[src/rtl/ilie_pkg.sv]
// Shared types and codes for the indexed list block.
// No dependencies; used by ilie_cell and indexed_list_insert_erase.
`timescale 1ns / 1ps
`default_nettype none

package ilie_pkg;

    // Operation carried in the mode field of an input word.
    typedef enum logic [2:0] {
        MODE_READ     = 3'd0,
        MODE_WRITE    = 3'd1,
        MODE_APPEND   = 3'd2,
        MODE_INSERT   = 3'd3,
        MODE_ERASE    = 3'd4,
        MODE_CLEAR    = 3'd5,
        MODE_FILL     = 3'd6,
        MODE_TRUNCATE = 3'd7
    } mode_t;

    // Result status codes.
    typedef enum logic [1:0] {
        ST_OK        = 2'd0,
        ST_BAD_INDEX = 2'd1,
        ST_FULL      = 2'd2
    } status_t;

    localparam int unsigned DATA_W = 32;

    // Broadcast to every cell: update enable and the operation.
    typedef struct packed {
        logic  en;
        mode_t op;
    } cell_cmd_t;

endpackage

`default_nettype wire

[src/rtl/ilie_cell.sv]
// One storage cell of the list: a 32-bit word with its update rule.
// Depends on ilie_pkg. Instantiated DEPTH times by indexed_list_insert_erase.
`timescale 1ns / 1ps
`default_nettype none

module ilie_cell #(
    parameter int unsigned POS   = 0,
    parameter int unsigned CNT_W = 7
) (
    input  wire logic                      aclk,
    input  wire ilie_pkg::cell_cmd_t       cmd,
    input  wire logic [CNT_W-1:0]          item_index,
    input  wire logic [CNT_W-1:0]          item_count,
    input  wire logic [ilie_pkg::DATA_W-1:0] item_value,
    input  wire logic [ilie_pkg::DATA_W-1:0] left_data,
    input  wire logic [ilie_pkg::DATA_W-1:0] right_data,
    output logic      [ilie_pkg::DATA_W-1:0] data,
    output logic      [ilie_pkg::DATA_W-1:0] rd_part
);
    import ilie_pkg::*;

    localparam logic [CNT_W-1:0] POS_C  = CNT_W'(POS);
    localparam logic [CNT_W-1:0] POS1_C = CNT_W'(POS + 1);

    logic [DATA_W-1:0] data_reg;
    logic [DATA_W-1:0] data_next;
    logic              at_idx;
    logic              below_idx;
    logic              above_idx;
    logic              at_cnt;
    logic              within_cnt;
    logic              next_in_list;

    assign at_idx       = (POS_C == item_index);
    assign below_idx    = (POS_C < item_index);
    assign above_idx    = (POS_C > item_index);
    assign at_cnt       = (POS_C == item_count);
    assign within_cnt   = (POS_C <= item_count);
    assign next_in_list = (POS1_C < item_count);

    always_comb begin
        data_next = data_reg;
        if (cmd.en) begin
            unique case (cmd.op)
                MODE_WRITE: begin
                    if (at_idx) data_next = item_value;
                end
                MODE_APPEND: begin
                    if (at_cnt) data_next = item_value;
                end
                MODE_INSERT: begin
                    // new word lands at index, tail moves up one
                    if (at_idx) data_next = item_value;
                    else if (above_idx && within_cnt) data_next = left_data;
                end
                MODE_ERASE: begin
                    // tail above index moves down one
                    if (!below_idx && next_in_list) data_next = right_data;
                end
                MODE_FILL: begin
                    if (below_idx) data_next = item_value;
                end
                MODE_READ, MODE_CLEAR, MODE_TRUNCATE: begin
                    data_next = data_reg;
                end
            endcase
        end
    end

    always_ff @(posedge aclk) begin
        data_reg <= data_next;
    end

    assign data    = data_reg;
    assign rd_part = at_idx ? data_reg : '0;

endmodule

`default_nettype wire

[config.mk]
export PLATFORM = sky130hd
export DESIGN_NAME = ilie_cell
export DESIGN_NICKNAME = d
export VERILOG_FILES = /design/src/rtl/ilie_pkg.sv /design/src/rtl/ilie_cell.sv
export SDC_FILE = /design/constraint.sdc
export NUM_CORES = 1
export LEC_CHECK = 0
export ABC_AREA = 1
export BUFFER_PORTS_ARGS = -buffer_cell sky130_fd_sc_hd__clkbuf_2
export CAP_MARGIN = 25
export CORE_UTILIZATION = 41
export CTS_CLUSTER_SIZE = 8
export DETAILED_ROUTE_END_ITERATION = 6
export GPL_ROUTABILITY_DRIVEN = 0
export PLACE_DENSITY_LB_ADDON = 0.1
export SYNTH_ARGS = -nofsm -noshare
export SYNTH_HDL_FRONTEND = slang
export SYNTH_SLANG_ARGS = --single-unit
[constraint.sdc]
create_clock -name aclk -period 4.9 [get_ports aclk]
set_clock_uncertainty 0.1 [all_clocks]
set_input_delay 0.98 -clock aclk [delete_from_list [all_inputs] [get_ports aclk]]
set_output_delay 0.98 -clock aclk [all_outputs]
set_load 0.02 [all_outputs]
==> reports/results.tsv <==
stage	metric	value	unit
timing	Least-Margin Pin Slew	0.822	ns
logic_synthesis	synth cell count leaders	161 x nand2_1, 53 x inv_1, 50 x nor2_1, 32 x edfxtp_1, 24 x nand3_1	
logic_synthesis	Synth area leader	edfxtp_1	
clocking	Inserted Clock Buffers	5	
finish	Final Non-Filler Cells	622	
detailed_routing	remaining antenna violation count	0	
finish	P&R area growth vs syn	40.5	%
grt	vias in the first global route	2502	
detailed_routing	Routed WL	7170	µm
clocking	deepest clock path buffer count	2	
finish	Ant. Diodes	0	
logic_synthesis	number of flops mapped to enable cells by yosys	32	
detailed_routing	vias	2868	
die	initial core utilization	43.1	%
clocking	Post-CTS Resized	0	
power_and_ir_drop	Switching Fraction	30.1	%
logic_synthesis	post-synth top area share	39.8	%
logic_synthesis	Post-synth top flop	edfxtp_1	
place	DP Area	3300	µm²
clocking	Post-CTS Setup Inserts	0	
power_and_ir_drop	Pwr Density	211	nW/µm²
detailed_routing	drt wl/cell	11.5	µm
timing	Rel. slew slack	45.1	%
worst_setup_path	critical path arrival	2.10	ns
die	# rows	27	
grt	initial antenna violation count	0	
worst_setup_path	crit start category	input port	
run	max cap viols	0	
worst_setup_path	CP max FO	36	
timing	maximum clock frequency	0.314	GHz
die	die area	6200	µm²
grt	overall global routing resource usage	22.5	%
grt	largest net degree at the start of global routing	65	
logic_synthesis	number of synthesized register bits	32	
finish	design area	3400	µm²
finish	Finished Core Util	60.6	%
logic_synthesis	syn_nets	494	
place	Final HPWL DP	4970	µm
hold_path	worst hold stages	3	
power_and_ir_drop	peak supply drop	0.133	mV
grt	global-route wire length before repair	10800	µm
die	Die W	78.8	µm
logic_synthesis	Synth Warn #	0	
logic_synthesis	Post-Syn Area per Cell	6.37	µm²
timing	final hold viol count	0	
finish	fin nets	665	
die	# IOs	179	
worst_setup_path	Req. time, crit path	3.82	ns
timing	RSZ-0062 raised after global routing	no	
timing	Tmin final	3.18	ns
logic_synthesis	synthesized area	2420	µm²
die	Core ar.	5610	µm²
clocking	clock slew seen by the registers of the worst setup and hold paths	0.07	ns
clocking	CTS H-tree depth	2	
clocking	CTS root buf	clkbuf_8	
logic_synthesis	cells after synthesis	379	
clocking	TritonCTS clock tree	done	
clocking	Sink Count	32	
power_and_ir_drop	Clock Power Share	26.5	%
die	die height	78.8	µm
power_and_ir_drop	leak pwr	0.00200	µW
worst_setup_path	critical path endpoint category	output pin	
logic_synthesis	most frequent cell after synthesis	nand2_1	
grt	grt ovf	0	
logic_synthesis	post-synthesis async set-or-reset flop share	0	%
detailed_routing	Via density	4.61	
timing	Final TNS setup	0	ns
worst_setup_path	CP Class	in2out	
place	DP Cell Count	614	
logic_synthesis	Cell variety after synth	16	
power_and_ir_drop	Reg power frac	48.3	%
logic_synthesis	post-synthesis sequential area ratio	39.8	%
finish	max reg flops	32	
logic_synthesis	Synth area leaders	edfxtp_1 40%, nand2_1 25%, inv_1 8.2%	
clocking	CTS Hold Buffers Added	0	
detailed_routing	Pre-Repair DR Iteration Count	4	
timing	Max Slew Vio Count	0	
power_and_ir_drop	net switching power	215	µW
detailed_routing	Residual DRC	0	
power_and_ir_drop	Combinational Power Share	25.2	%
timing	endpoints failing setup	0	
finish	share of cells above drive strength 1	35.8	%
hold_path	Hold Path Class	in2reg	
detailed_routing	initial drt markers	146	
timing	fin crit share	64.9	%
power_and_ir_drop	P_int	500	µW
run_status	status	completed	
place	IO Port Bufs	178	
==> path summary, 6_finish.rpt <==
check / slack, ns / end / from
setup / recovery: 1.72 / rd_part[6] / item_index[4]
hold / removal: 0.88 / data[2]$_DFFE_PP_ / right_data[2]
==> metal layers <==
layer	global-route usage, %	wire, µm
met5	0	0
met1	24.6	2840
met3	4.48	508
met2	42.1	3700
met4	8.70	125
==> final cells by class <==
type	count	area (µm²)
fill	548	2210
tap	72	90.1
multi-input combinational	271	1120
inverter	59	221
sequential	32	961
clock inverter	2	7.51
clock buffer	5	68.8
timing repair buffer	181	926
==> worst max-delay path: stages <==
cell      delay (ns)
clkbuf_2        0.08
nor2_1          0.09
nand2_1         0.09
nor2_4          0.12
inv_2           0.20
buf_12          0.25
nor2_1          0.11
clkbuf_2        0.17
==> power by group through the flow <==
stage | Combinational [µW] | Clock, µW | Sequential (µW)
final | 180 | 190 | 345
after global routing | 201 | 203 | 347
after CTS | 180 | 194 | 346
after detailed placement | 180 | 0 | 351
after global placement | 177 | 0 | 350
after floorplan | 69.7 | 0 | 378
==> placed cells by master, fill, tap and decap left out <==
cell type / Yosys / routed
clkbuf_8: 0 / 5
buf_12: 0 / 1
o21ai_0: 22 / 22
inv_1: 53 / 53
o21ai_1: 8 / 8
edfxtp_1: 32 / 32
nor2_1: 50 / 50
buf_4: 0 / 2
nand2_1: 161 / 161
nor2_4: 2 / 2
nand2_4: 1 / 1
a21oi_1: 1 / 1
nor3_2: 0 / 1
nand3_2: 1 / 1
clkinv_1: 0 / 2
clkbuf_2: 0 / 178
inv_2: 6 / 6
nand3_1: 24 / 24
==> cell families (layout without fill, tap and decap cells) <==
logic type | after synthesis | after routing | share of synthesized area (%)
AND/OR/NAND/NOR | 240 | 240 | 39.8
AO/OA/AOI/OAI | 31 | 31 | 6.42
buffers and inverters | 76 | 247 | 14.0
flip-flops | 32 | 32 | 39.8
==> stage by stage <==
step                      setup WS (ns)  power [µW]  hold WS, ns
after detailed placement           1.50         531         1.17
after global routing               1.55         751        0.884
final                              1.72         715        0.883
after CTS                          1.50         720        0.876
after floorplan                   0.530         448         1.08
after global placement             1.56         528         1.17
(Power assumes the default switching activity.)
